$ cat src/design/deq_pkg.sv
// ---------------------------------------------------------------------------
// Double-ended queue package
// Command and status codes and the response record passed between modules.
// ---------------------------------------------------------------------------
`timescale 1ns / 1ps
`default_nettype none

package deq_pkg;

	typedef logic [2:0] cmd_t;
	typedef logic [1:0] status_t;

	localparam cmd_t CMD_PUSH_HEAD = 3'd0;
	localparam cmd_t CMD_PUSH_TAIL = 3'd1;
	localparam cmd_t CMD_POP_HEAD  = 3'd2;
	localparam cmd_t CMD_POP_TAIL  = 3'd3;
	localparam cmd_t CMD_READ      = 3'd4;

	localparam status_t ST_OK    = 2'd0;
	localparam status_t ST_EMPTY = 2'd1;
	localparam status_t ST_FULL  = 2'd2;
	localparam status_t ST_RANGE = 2'd3;

	localparam int DATA_OUT_W  = 32;
	localparam int PUSH_W      = 32;
	localparam int POSITION_W  = 8;
	localparam int OCCUPANCY_W = 9;

	// Outcome of one transaction, decided at acceptance.
	typedef struct packed {
		logic                   is_read;
		status_t                status;
		logic [OCCUPANCY_W-1:0] occupancy;
	} deq_resp_t;

endpackage

`default_nettype wire

$ cat src/design/deq_ctrl.sv
// ---------------------------------------------------------------------------
// Deque pointer control
// Keeps the head slot and element count, decodes each command into at most
// one RAM access and the status and occupancy of its result.
// ---------------------------------------------------------------------------
`timescale 1ns / 1ps
`default_nettype none

module deq_ctrl #(
	parameter int DEPTH      = 256,
	parameter int WORD_WIDTH = 32
) (
	input  wire logic                                clk,
	input  wire logic                                arst_n,
	input  wire logic                                accept,
	input  wire deq_pkg::cmd_t                       command,
	input  wire logic [deq_pkg::PUSH_W-1:0]          push_word,
	input  wire logic [deq_pkg::POSITION_W-1:0]      position,
	output logic                                     mem_we,
	output logic                                     mem_re,
	output logic      [$clog2(DEPTH)-1:0]            mem_addr,
	output logic      [WORD_WIDTH-1:0]               mem_wdata,
	output deq_pkg::deq_resp_t                       resp
);

	localparam int PTR_W = $clog2(DEPTH);
	localparam int CNT_W = $clog2(DEPTH + 1);
	localparam int SUM_W = CNT_W + 1;
	localparam int CMP_W = (CNT_W > deq_pkg::POSITION_W) ? CNT_W : deq_pkg::POSITION_W;

	logic [PTR_W-1:0] head_q, head_d, head_dec, head_inc, slot_sum, addr_d;
	logic [CNT_W-1:0] count_q, count_d, offset;
	logic [SUM_W-1:0] sum_raw;
	logic [CMP_W-1:0] pos_ext, count_ext;
	logic             full, empty, in_range, we_d, re_d, is_read;
	deq_pkg::status_t status;

	assign full      = (count_q == CNT_W'(DEPTH));
	assign empty     = (count_q == '0);
	assign pos_ext   = CMP_W'(position);
	assign count_ext = CMP_W'(count_q);
	assign in_range  = (pos_ext < count_ext);

	assign head_dec = (head_q == '0) ? PTR_W'(DEPTH - 1) : head_q - PTR_W'(1);
	assign head_inc = (head_q == PTR_W'(DEPTH - 1)) ? '0 : head_q + PTR_W'(1);

	// Offsets used for a RAM access never exceed the count, so one conditional subtract wraps the sum.
	always_comb begin
		if (command == deq_pkg::CMD_PUSH_TAIL) begin
			offset = count_q;
		end else if (command == deq_pkg::CMD_POP_TAIL) begin
			offset = count_q - CNT_W'(1);
		end else begin
			offset = CNT_W'(pos_ext);
		end
	end

	assign sum_raw  = SUM_W'(head_q) + SUM_W'(offset);
	assign slot_sum = (sum_raw >= SUM_W'(DEPTH)) ? PTR_W'(sum_raw - SUM_W'(DEPTH))
	                                             : PTR_W'(sum_raw);

	always_comb begin
		we_d    = 1'b0;
		re_d    = 1'b0;
		is_read = 1'b0;
		status  = deq_pkg::ST_OK;
		addr_d  = slot_sum;
		head_d  = head_q;
		count_d = count_q;
		case (command)
			deq_pkg::CMD_PUSH_HEAD: begin
				if (full) begin
					status = deq_pkg::ST_FULL;
				end else begin
					we_d    = 1'b1;
					addr_d  = head_dec;
					head_d  = head_dec;
					count_d = count_q + CNT_W'(1);
				end
			end
			deq_pkg::CMD_PUSH_TAIL: begin
				if (full) begin
					status = deq_pkg::ST_FULL;
				end else begin
					we_d    = 1'b1;
					count_d = count_q + CNT_W'(1);
				end
			end
			deq_pkg::CMD_POP_HEAD: begin
				if (empty) begin
					status = deq_pkg::ST_EMPTY;
				end else begin
					re_d    = 1'b1;
					is_read = 1'b1;
					addr_d  = head_q;
					head_d  = head_inc;
					count_d = count_q - CNT_W'(1);
				end
			end
			deq_pkg::CMD_POP_TAIL: begin
				if (empty) begin
					status = deq_pkg::ST_EMPTY;
				end else begin
					re_d    = 1'b1;
					is_read = 1'b1;
					count_d = count_q - CNT_W'(1);
				end
			end
			deq_pkg::CMD_READ: begin
				if (!in_range) begin
					status = deq_pkg::ST_RANGE;
				end else begin
					re_d    = 1'b1;
					is_read = 1'b1;
				end
			end
			default: begin
			end
		endcase
	end

	assign mem_we    = accept & we_d;
	assign mem_re    = accept & re_d;
	assign mem_addr  = addr_d;
	assign mem_wdata = WORD_WIDTH'(push_word);

	assign resp.is_read   = is_read;
	assign resp.status    = status;
	assign resp.occupancy = deq_pkg::OCCUPANCY_W'(count_d);

	always_ff @(posedge clk or negedge arst_n) begin
		if (!arst_n) begin
			head_q  <= '0;
			count_q <= '0;
		end else if (accept) begin
			head_q  <= head_d;
			count_q <= count_d;
		end
	end

endmodule

`default_nettype wire

$ cat config.mk
export PLATFORM = sky130hd
export DESIGN_NAME = deq_ctrl
export DESIGN_NICKNAME = d
export VERILOG_FILES = /design/src/design/deq_pkg.sv /design/src/design/deq_ctrl.sv
export SDC_FILE = /design/constraint.sdc
export NUM_CORES = 1
export LEC_CHECK = 0
export BUFFER_PORTS_ARGS = -buffer_cell sky130_fd_sc_hd__buf_2
export CAP_MARGIN = 20
export CORE_MARGIN = 2
export CORE_UTILIZATION = 40
export CTS_CLUSTER_DIAMETER = 120
export DETAILED_ROUTE_END_ITERATION = 6
export HOLD_SLACK_MARGIN = 0.05
export PLACE_DENSITY = 0.64
export SLEW_MARGIN = 5
export SYNTH_ARGS = -nofsm -noshare
export SYNTH_HDL_FRONTEND = slang
export SYNTH_SLANG_ARGS = --single-unit
$ cat constraint.sdc
create_clock -name clk -period 15.95 [get_ports clk]
set_input_delay 4.785 -clock clk [delete_from_list [all_inputs] [get_ports clk]]
set_output_delay 4.785 -clock clk [all_outputs]
set_load 0.1 [all_outputs]
# After elaboration in Yosys (flattened, before gate mapping)
# Index checks and enable logic that the tools add are counted.
# totals
elab_cells	50
ramBits	0
memories	0
in_bits	46
regBits	17
rom_bits	0
out_inout_bits	54
latch_bits	0
# classes
n_eq_ne	8
div	0
n_mux	23
reduce_logical	7
n_addsub	6
order_cmp	2
n_mul	0
n_shift	0
bitwise_logic	2
# op_table
op	n
$mux W8	7
$mux W9	4
$pmux W8 S2	2
$pmux W9 S2	1
$sub A8 B1 Y8 const B	2
$add A8 B9 Y10	1
$ge A10 B9 Y1 const B	1
$add A9 B1 Y9 const B	1
$eq A9 B9 Y1 const B	1
$logic_not A9 Y1	1
$lt A8 B9 Y1	1
$sub A9 B1 Y9 const B	1
$add A8 B1 Y8 const B	1
$eq A8 B8 Y1 const B	1
$logic_not A8 Y1	1
$eq A3 B2 Y1 const B	2
$pmux W2 S3	1
$mux W1	5
$mux W2	2
$ne A2 B2 Y1 const B	2
$reduce_and A4 Y1	1
$reduce_or A2 Y1	2
$eq A3 B1 Y1 const B	1
$eq A3 B3 Y1 const B	1
other kinds (4)	5

# Logic depth before layout (Yosys ltp)
# Gate-level depths: netlist of run 1.
# depth
word_depth	8
depth_mapped	14
mapped_depth_nobuf	14

# Worst setup path after synthesis of run 1
# Ideal clock, no wire load.
# synth_path
path_type	in2out
start	input command[1]
end	output mem_addr[6]
arrival_ps	9153
path_stages	14
t_required_ps	11165
setup_slack_ps	2012
path_buffers	3
cell_sequence	buf_2 > clkbuf_1 > buf_1 > xnor2_1 > o21ai_0 > ha_1 > inv_1 > fa_1 > nor2b_1 > o21ai_0 > a21boi_0 > o21a_1 > nor3_1 > o31ai_1
# synth_via
elab_chain_len	8
elab_cells_between_ends	13
classes_between	add/sub: 2; order compare: 1; eq/ne: 3; mux: 6; reduce/logical: 1
# synth_rtl
element	line	source
start, declared	deq_ctrl.sv:16	input wire deq_pkg::cmd_t command,
$eq A3 B2 Y1	deq_ctrl.sv:51	end else if (command == deq_pkg::CMD_POP_TAIL) begin
$mux W9	deq_ctrl.sv:51	
$mux W9	deq_ctrl.sv:49	if (command == deq_pkg::CMD_PUSH_TAIL) begin
$add A8 B9 Y10	deq_ctrl.sv:58	assign sum_raw = SUM_W'(head_q) + SUM_W'(offset);
$sub A8 B1 Y8 / $ge A10 B9 Y1 (equally long branches)	deq_ctrl.sv:59	assign slot_sum = (sum_raw >= SUM_W'(DEPTH)) ? PTR_W'(sum_raw - SUM_W'(DEPTH))
$mux W8	deq_ctrl.sv:59	
$mux W8 (on tied branches)	deq_ctrl.sv:90, deq_ctrl.sv:72	
$pmux W8 S2 (*)	deq_ctrl.sv:70	case (command)
end, declared	deq_ctrl.sv:21	output logic [$clog2(DEPTH)-1:0] mem_addr,
# Every way passes the cells marked *; elsewhere a longest branch is shown, timed or not.

# Final worst setup path of run 1
# layout_path
start	input command[2]
end	output mem_addr[6]
# The elaborated chain is that of the path after synthesis.

==> results.json, run 1 <==
{
  "die_h_um": 87.73,
  "syn_nets": 466,
  "post_cts_resized": 0,
  "crit_fanout": 22,
  "fmax_mhz": 79.95,
  "wl_per_cell_um": 15.87,
  "path_class": "input pin to primary output",
  "vias": 2773,
  "synth_area_leader_cell": "dfrtp_1",
  "switching_share_pct": 67.65,
  "pre_cts_slack_ps": 3473,
  "p_comb_share_pct": 76.6,
  "period_minus_slack_ps": 12510,
  "diodes": 0,
  "cts_root_buffer": "clkbuf_8",
  "ios": 100,
  "required_ps": 11170,
  "hold_buffers": 0,
  "synth_seq_area_share_pct": 15.17,
  "worst_pin_slew_ps": 893.5,
  "grt_pass1_wl_um": 12450,
  "initialDrtViolationCount": 162,
  "clk_pin_slew_worst_paths_ps": 80,
  "start_kind": "input pin",
  "multi_input_area_mm2": 0.001923,
  "vias_per_cell": 5.801,
  "hold_path_class": "flip-flop to flip-flop",
  "setup_ws_ps": 3442,
  "synth-seq-cells": 17,
  "yosys_most_used_dff": "dfrtp_1",
  "numPlacedInstances": 473,
  "syn_avg_cell_area_um2": 7.063,
  "ys_types": 60,
  "place_congestion": 0.9551,
  "grt_overflow_total": 0,
  "die_width_um": 87.73,
  "synthesis.area_mm2": 0.002804,
  "min-delay-start": "head_q[7]",
  "max-slew-margin-rel_pct": 39.97,
  "synthTopCellsByCount": "o21ai_0, nand2_1, buf_4, nor2_1, a21oi_1",
  "register_area_um2": 425.4,
  "drtPass1Iterations": 4,
  "skew_ps": 4.403,
  "cap_violations": 0,
  "grt.total_usage_pct": 20.16,
  "arrival_ps": 7720,
  "setup_tns_ps": 0,
  "insertion_delay_ps": 260,
  "synth-edff-count": 0,
  "start_util_pct": 41.27,
  "fin_nets": 452,
  "drive_gt1_share_pct": 13.09,
  "leakagePower_nw": 1.166,
  "synth.most_common_cell": "o21ai_0",
  "grt_antenna_before_repair": 0,
  "timing.final.crit_share_pct": 78.42,
  "dp_hpwl_um": 5875,
  "rows": 30,
  "postRouteAntennaNets": 0,
  "startpoint": "command[2]",
  "drc_errors": 0,
  "power_switching_w": 0.0004083,
  "slew_viol_final": 0,
  "cp-end-kind": "primary output",
  "portBuffers": 35,
  "finalHoldViolations": 0,
  "drt_wl_total_um": 7588,
  "vdd.ir_drop.worst_mv": 0.1340,
  "synth_cells": 397,
  "cts_max_level": 1,
  "finalSetupViolations": 0,
  "p_seq_share_pct": 17.6,
  "dieArea_mm2": 0.007696,
  "place_area_mm2": 0.002730,
  "p_int_w": 0.0001952,
  "cts_tree": "built",
  "r2r-start": "count_ext[0]",
  "powerDensity_mw_per_mm2": 217.1,
  "synthTopCellsByArea": "dfrtp_1, ha_1, buf_4",
  "ys_warn_count": 0,
  "final_cells": 478,
  "cts_buffers": 3,
  "final_area_mm2": 0.002780,
  "async_flop_share_pct": 100.0,
  "clkPwrFrac_pct": 5.8,
  "outcome": "finished, final reports clean",
  "synth_top_area_share_pct": 15.17,
  "cts.sinks": 17,
  "clockBufferDepth": 2,
  "grt_max_degree": 38,
  "grt_pass1_vias": 2489,
  "coreArea_mm2": 0.006794,
  "syn2layout_area_growth_pct": -0.8477,
  "rsz0062_at_grt": "false",
  "cts_setup_buffers": 0,
  "power_w": 0.0006035,
  "fillCellCount": 713
}
==> flip-flops by register name, summed over array words and instances (netlist names) <==
| register | count |
|---|---|
| head_q | 8 |
| count_ext | 9 |
==> cells in the final DEF, fill, tap and decap left out, types with 2 or more instances in the layout <==
master     n
nand4_1    3
nand2_1   38
a21boi_0   2
and2_1     2
ha_1      22
xnor2_1   13
o221ai_1   5
a22oi_1    3
o22ai_1    2
nor3_1    16
a211oi_1   2
a21oi_1   31
mux2_2     2
o31ai_1    9
and3_1     3
a21o_1     3
inv_1     20
or3_1      5
a31oi_1    7
buf_2     35
clkbuf_8   3
nor2_1    33
nor4_1     3
nand3_1   16
dfrtp_1   17
o21ai_0   43
o21a_1     6
nor2b_1    3
nand2b_1   3
xor2_1     3
==> final cells by class <==
type / count / share of cell area (%)
sequential: 17 / 15.30
clock buffer: 4 / 1.620
tap: 96 / 4.320
inverter: 21 / 2.835
timing repair buffer: 37 / 6.751
multi-input combinational: 303 / 69.17
==> metal layers <==
layer,GRT usage [%],wire length (um)
met3,2.828,521
met4,6.154,138
met1,27.96,3384
met2,32.37,3543
met5,0,0
==> path summary, 6_finish.rpt <==
kind                                 to  slack [ps]  cells after the start
max in group asynchronous  count_ext[7]       11170                      1
hold reg to reg               head_q[7]         570                      2
min in group asynchronous     head_q[5]        4460                      1
hold / removal                head_q[7]         570                      2
setup reg to reg           count_ext[4]       13120                      8
setup / recovery            mem_addr[6]        3440                     14
==> power by group through the flow <==
stage | registers [W] | logic, W | clock network, W
floorplan | 0.0000776 | 0.000450 | 0
global placement | 0.000105 | 0.000458 | 0
detailed placement | 0.000106 | 0.000461 | 0
CTS | 0.000105 | 0.000462 | 0.0000371
global route | 0.000112 | 0.000497 | 0.0000388
finish | 0.000106 | 0.000462 | 0.0000348
==> per-stage QoR <==
step           utilization [%]  hold slack [ps]
4_1_cts                  40.85            572.7
3_3_place_gp             40.18            543.5
6_report                 40.92            574.7
5_1_grt                  40.92            586.3
2_1_floorplan                -            487.0
3_5_place_dp             40.18            552.5
==> worst max-delay path, stage by stage <==
cell and delay, ps:
buf_2 320, nand2b_1 450, nand2_1 90, o21ai_0 100, ha_1 190, inv_1 60
fa_1 410, nor2b_1 120, o21ai_0 90, a21boi_0 220, o21a_1 160, nor3_1 50
o31ai_1 200, buf_2 460
==> logic make-up after synthesis <==
family / count (synthesis) / share of synthesized area, %
simple gates: 135 / 23.70
buf+inv: 77 / 16.24
mux: 2 / 0.8032
flops: 17 / 15.17
xor+xnor: 16 / 4.998
compound gates: 127 / 28.56
fa+ha+maj: 23 / 10.53
(Power assumes the default switching activity.)
==> inputs of run 2 (changes only) <==
==> constraint.sdc (replaced) <==
create_clock -name clk -period 12.1 [get_ports clk]
set_input_delay 3.63 -clock clk [delete_from_list [all_inputs] [get_ports clk]]
set_output_delay 3.63 -clock clk [all_outputs]
set_load 0.1 [all_outputs]
==> run 2 against run 1 <==
Compared with the run above:
- total power grew 31%
- non-clock buffer count unchanged
- global-route usage decreased by 0.28 points
- sequential power grew 31%
- sequential share of layout area did not move
- critical path depth unchanged
- cell area unchanged
- largest cell class unchanged
- largest power group unchanged
==> results.json, run 2 (synthesis gave the netlist of run 1 again) <==
{
  "grt_pass1_vias": 2498,
  "rsz0062_at_grt": "false",
  "largest_reg_flops": 9,
  "grt_pass1_wl_um": 12280,
  "powerDensity_mw_per_mm2": 285.2,
  "final_common_cell": "o21ai_0",
  "cp-end-kind": "primary output",
  "hold_path_class": "flip-flop to flip-flop",
  "highest_layer": "met4",
  "worst-r2r-setup-slack_ps": 9300,
  "syn2layout_area_growth_pct": -0.8477,
  "place_area_mm2": 0.002730,
  "fillCellCount": 724,
  "period_minus_slack_ps": 10240,
  "grt_max_degree": 38,
  "worstHoldPathCells": 2,
  "grt_antenna_before_repair": 0,
  "die_width_um": 87.73,
  "arrival_ps": 6610,
  "hold_end": "head_q[7]",
  "timing.final.crit_share_pct": 84.59,
  "dieArea_mm2": 0.007696,
  "coreArea_mm2": 0.006794,
  "crit_fanout": 22,
  "hold_buffers": 0,
  "pre_cts_slack_ps": 1899,
  "ios": 100,
  "fin_nets": 452,
  "cts.sinks": 17,
  "grt.total_usage_pct": 19.87,
  "register_area_um2": 425.4,
  "r2r-start": "count_ext[0]",
  "rr_worst_depth": 8,
  "die_h_um": 87.73,
  "initialDrtViolationCount": 211,
  "grt_overflow_total": 0,
  "required_ps": 8470,
  "max-slew-margin-rel_pct": 39.44,
  "skew_ps": 2.449,
  "start_util_pct": 41.27,
  "p_int_w": 0.0002572,
  "place_congestion": 0.9551,
  "final_area_mm2": 0.002780,
  "clkPwrFrac_pct": 5.8,
  "met3_length_um": 499,
  "clockBufferDepth": 2,
  "drtPass1Iterations": 5,
  "diodes": 0,
  "vias_per_cell": 5.785,
  "switching_share_pct": 67.56,
  "min-delay-start": "head_q[7]",
  "insertion_delay_ps": 260,
  "route.met2.wl_um": 3591,
  "cts_max_level": 1,
  "cts_tree": "built",
  "vias": 2765,
  "drt_wl_total_um": 7516,
  "slew_viol_final": 0,
  "finalHoldViolations": 0,
  "postRouteAntennaNets": 0,
  "path_class": "input pin to primary output",
  "setup_ws_ps": 1865,
  "cts_root_buffer": "clkbuf_8",
  "drc_errors": 0,
  "post_cts_resized": 0,
  "wl_per_cell_um": 15.72,
  "dp_hpwl_um": 5914,
  "p_comb_share_pct": 76.7,
  "clk_pin_slew_worst_paths_ps": 70,
  "drive_gt1_share_pct": 13.09,
  "cts_buffers": 3,
  "startpoint": "command[2]",
  "worst_pin_slew_ps": 901.4,
  "cts_setup_buffers": 0,
  "finalSetupViolations": 0,
  "vdd.ir_drop.worst_mv": 0.2163,
  "portBuffers": 35,
  "start_kind": "input pin",
  "outcome": "finished, final reports clean",
  "power_switching_w": 0.0005357,
  "setup_tns_ps": 0,
  "wl_met1_um": 3339,
  "p_seq_share_pct": 17.6,
  "mostFrequentLayoutCells": "o21ai_0, nand2_1, buf_2, nor2_1, a21oi_1",
  "rows": 30,
  "multi_input_area_mm2": 0.001923,
  "leakagePower_nw": 1.166,
  "cap_violations": 0,
  "fmax_mhz": 97.70,
  "r2r_end": "count_ext[4]"
}
run 2: cell counts in the layout (fill, tap and decap cells not counted):
Identical to the previous run, type by type.
run 2: metal layers:
metal  up-vias  global-route usage, %
met2       110                  33.61
li1       1358                      -
met1      1287                  26.24
met3        10                  3.487
met4         0                  4.895
met5         -                      0
run 2: layout make-up:
class | instances | share of cell area [%]
Clock buffer | 4 | 1.620
Tap cell | 96 | 4.320
Sequential cell | 17 | 15.30
Inverter | 21 | 2.835
Timing Repair Buffer | 37 | 6.751
Multi-Input combinational cell | 303 | 69.17
run 2: power by group through the flow:
stage	sequential, W	combinational [W]	clock [W]
after floorplan	0.000102	0.000593	0
final	0.000139	0.000608	0.0000457
after global placement	0.000139	0.000603	0
after global routing	0.000147	0.000653	0.0000498
after detailed placement	0.000139	0.000608	0
after CTS	0.000138	0.000610	0.0000477
run 2: worst max-delay path by stage:
stage | end | slack, ps | cells past startpoint
after floorplan | mem_addr[6] | 470 | 14
after global placement | mem_addr[6] | 2010 | 14
after detailed placement | mem_addr[6] | 1900 | 14
after CTS | mem_addr[6] | 1890 | 14
after global routing | mem_addr[6] | 1530 | 14
final | mem_addr[6] | 1860 | 14
run 2: worst max-delay path: stages:
cell      delay (ps)
buf_2            320
nand2b_1         460
nand2_1          100
o21ai_0          100
ha_1             200
inv_1             60
fa_1             410
nor2b_1          130
o21ai_0          100
a21boi_0         220
o21a_1           160
nor3_1            50
o31ai_1          210
buf_2            460
run 2: per-stage QoR:
| stage | std cells | total power [W] | hold slack [ps] | util, % |
|---|---|---|---|---|
| floorplan | 397 | 0.0006953 | 487.0 | - |
| finish | 478 | 0.0007929 | 567.3 | 40.92 |
| global route | 478 | 0.0008502 | 578.1 | 40.92 |
| detailed placement | 473 | 0.0007469 | 545.8 | 40.18 |
| CTS | 477 | 0.0007949 | 564.6 | 40.85 |
| global placement | 473 | 0.0007424 | 543.5 | 40.18 |
==> inputs of run 3 (changes only) <==
--- a/config.mk
+++ b/config.mk
@@ -12,7 +12,7 @@
 export CTS_CLUSTER_DIAMETER = 120
 export DETAILED_ROUTE_END_ITERATION = 6
 export HOLD_SLACK_MARGIN = 0.05
-export PLACE_DENSITY = 0.64
+export PLACE_DENSITY = 0.66
 export SLEW_MARGIN = 5
 export SYNTH_ARGS = -nofsm -noshare
 export SYNTH_HDL_FRONTEND = slang
==> constraint.sdc (replaced) <==
create_clock -name clk -period 8.8 [get_ports clk]
set_input_delay 2.64 -clock clk [delete_from_list [all_inputs] [get_ports clk]]
set_output_delay 2.64 -clock clk [all_outputs]
set_load 0.1 [all_outputs]
==> run 3 against run 2 <==
Compared with the run above:
- clock skew grew 5.0 ps
- die area is the same
- critical path depth shrank 2
- worst hold slack lost 13 ps
- cell area grew 0.41%
- global-route usage shrank 0.19 points
==> results.json, run 3 (synthesis gave the netlist of run 1 again) <==
{
  "powerDensity_mw_per_mm2": 392.9,
  "power_w": 0.001097,
  "cts_max_level": 1,
  "dieArea_mm2": 0.007696,
  "place_congestion": 0.9392,
  "cts.sinks": 17,
  "slowest_delay_ps": 470,
  "wl_per_cell_um": 15.61,
  "cts_root_buffer": "clkbuf_8",
  "leakagePower_nw": 1.168,
  "startpoint": "command[1]",
  "postRouteAntennaNets": 0,
  "coreArea_mm2": 0.006794,
  "max-slew-margin-rel_pct": 31.48,
  "fmax_mhz": 123.2,
  "outcome": "finished, final reports clean",
  "clockBufferDepth": 2,
  "clk_pin_slew_worst_paths_ps": 80,
  "grt.total_usage_pct": 19.68,
  "path_delay_family": "compound AO/OA/AOI/OAI gates",
  "r2r_end": "head_q[4]",
  "fillCellCount": 718,
  "crit_fanout": 37,
  "skew_ps": 7.493,
  "die_width_um": 87.73,
  "required_ps": 6160,
  "vdd.ir_drop.worst_mv": 0.2296,
  "cap_violations": 0,
  "cp.depth": 12,
  "hold_buffers": 0,
  "drc_errors": 0,
  "grt_overflow_total": 0,
  "arrival_ps": 5480,
  "rr_worst_depth": 8,
  "cp-end-kind": "primary output",
  "largest_reg_flops": 9,
  "final_util_pct": 41.09,
  "rows": 30,
  "grt_max_degree": 38,
  "start_kind": "input pin",
  "die_h_um": 87.73,
  "r2r-start": "count_ext[0]",
  "timing.final.crit_share_pct": 92.24,
  "cts_buffers": 3,
  "drive_gt1_share_pct": 13.61,
  "drtPass1Iterations": 4,
  "insertion_delay_ps": 260,
  "fin_nets": 452,
  "setup_tns_ps": 0,
  "ios": 100,
  "syn2layout_area_growth_pct": -0.4461,
  "cp_slowest_cell": "buf_2",
  "final_cells": 478,
  "rsz0062_at_grt": "false",
  "portBuffers": 35,
  "drt_wl_total_um": 7463,
  "worstSetupEndpoint": "mem_addr[6]",
  "mostFrequentLayoutCells": "o21ai_0, nand2_1, buf_2, nor2_1, a21oi_1",
  "final_common_cell": "o21ai_0",
  "path_common_cell": "o21ai_0",
  "grt_pass1_wl_um": 12300,
  "dp_hpwl_um": 5812,
  "finalHoldViolations": 0,
  "cts_setup_buffers": 0,
  "grt_antenna_before_repair": 0,
  "diodes": 0,
  "finalSetupViolations": 0,
  "post_cts_resized": 0,
  "slew_viol_final": 0,
  "initialDrtViolationCount": 161,
  "hold_path_class": "flip-flop to flip-flop",
  "period_minus_slack_ps": 8117,
  "numPlacedInstances": 474,
  "grt_pass1_vias": 2494,
  "fin_hold_ws_ps": 554.1,
  "worst_pin_slew_ps": 1018,
  "path_class": "input pin to primary output",
  "vias": 2764,
  "min-delay-start": "head_q[7]",
  "path_cells": "buf_2 > o21ai_0 > o21ai_0 > inv_1 > fa_1 > nor2b_1 > o21ai_0 > a21boi_0 > o21a_1 > nor3_1 > o31ai_2 > buf_2",
  "worst-r2r-setup-slack_ps": 5960,
  "critPathBufInv": 3,
  "cts_tree": "built",
  "start_util_pct": 41.27,
  "vias_per_cell": 5.782
}
[run 3: how the worst min path moves through the flow]
stage | endpoint | slack [ps] | depth (start not counted)
3_3_place_gp | head_q[7] | 530 | 2
5_1_grt | head_q[7] | 600 | 2
3_5_place_dp | head_q[7] | 530 | 2
2_1_floorplan | head_q[7] | 490 | 2
4_1_cts | head_q[7] | 550 | 2
6_report | head_q[7] | 550 | 2
[run 3: power by group]
part	total (W)	switching, W	internal [W]
sequential	0.000191	0.0000816	0.000109
combinational	0.000842	0.000626	0.000216
clock	0.0000639	0.0000317	0.0000322
total	0.00110	0.000740	0.000357
[run 3: per-stage QoR]
stage / worst slack (ps) / cell area, um^2
finish: 683.0 / 2791
global route: 437.6 / 2791
CTS: 699.4 / 2791
detailed placement: 701.4 / 2746
global placement: 790.7 / 2746
floorplan: 17.70 / 2813
[run 3: final cells by class]
cell class | count | area (um^2) | share of cell area [%]
clock buffers | 4 | 45.04 | 1.614
flip-flops and latches | 17 | 425.4 | 15.24
multi-input cells | 303 | 1932 | 69.21
well taps | 96 | 120.1 | 4.303
repair buffers | 37 | 190.2 | 6.813
inverters | 21 | 78.83 | 2.824
[run 3: metal layers]
layer  global-route usage (%)  vias up  wire, um
met5                        0        -         0
met4                    2.657        0        54
met3                    2.828        6       481
met2                    32.99      106      3525
met1                    27.48     1295      3402
li1                         -     1357         -
[run 3: worst reg2reg max path, delay by kind of cell, from the launching register on]
kind                     cells  cell delay [ps]
buffers and inverters        1              190
adder cells (fa/ha/maj)      1              180
AO/OA/AOI/OAI                3              280
flip-flops                   1              480
AND/OR/NAND/NOR              3             1560
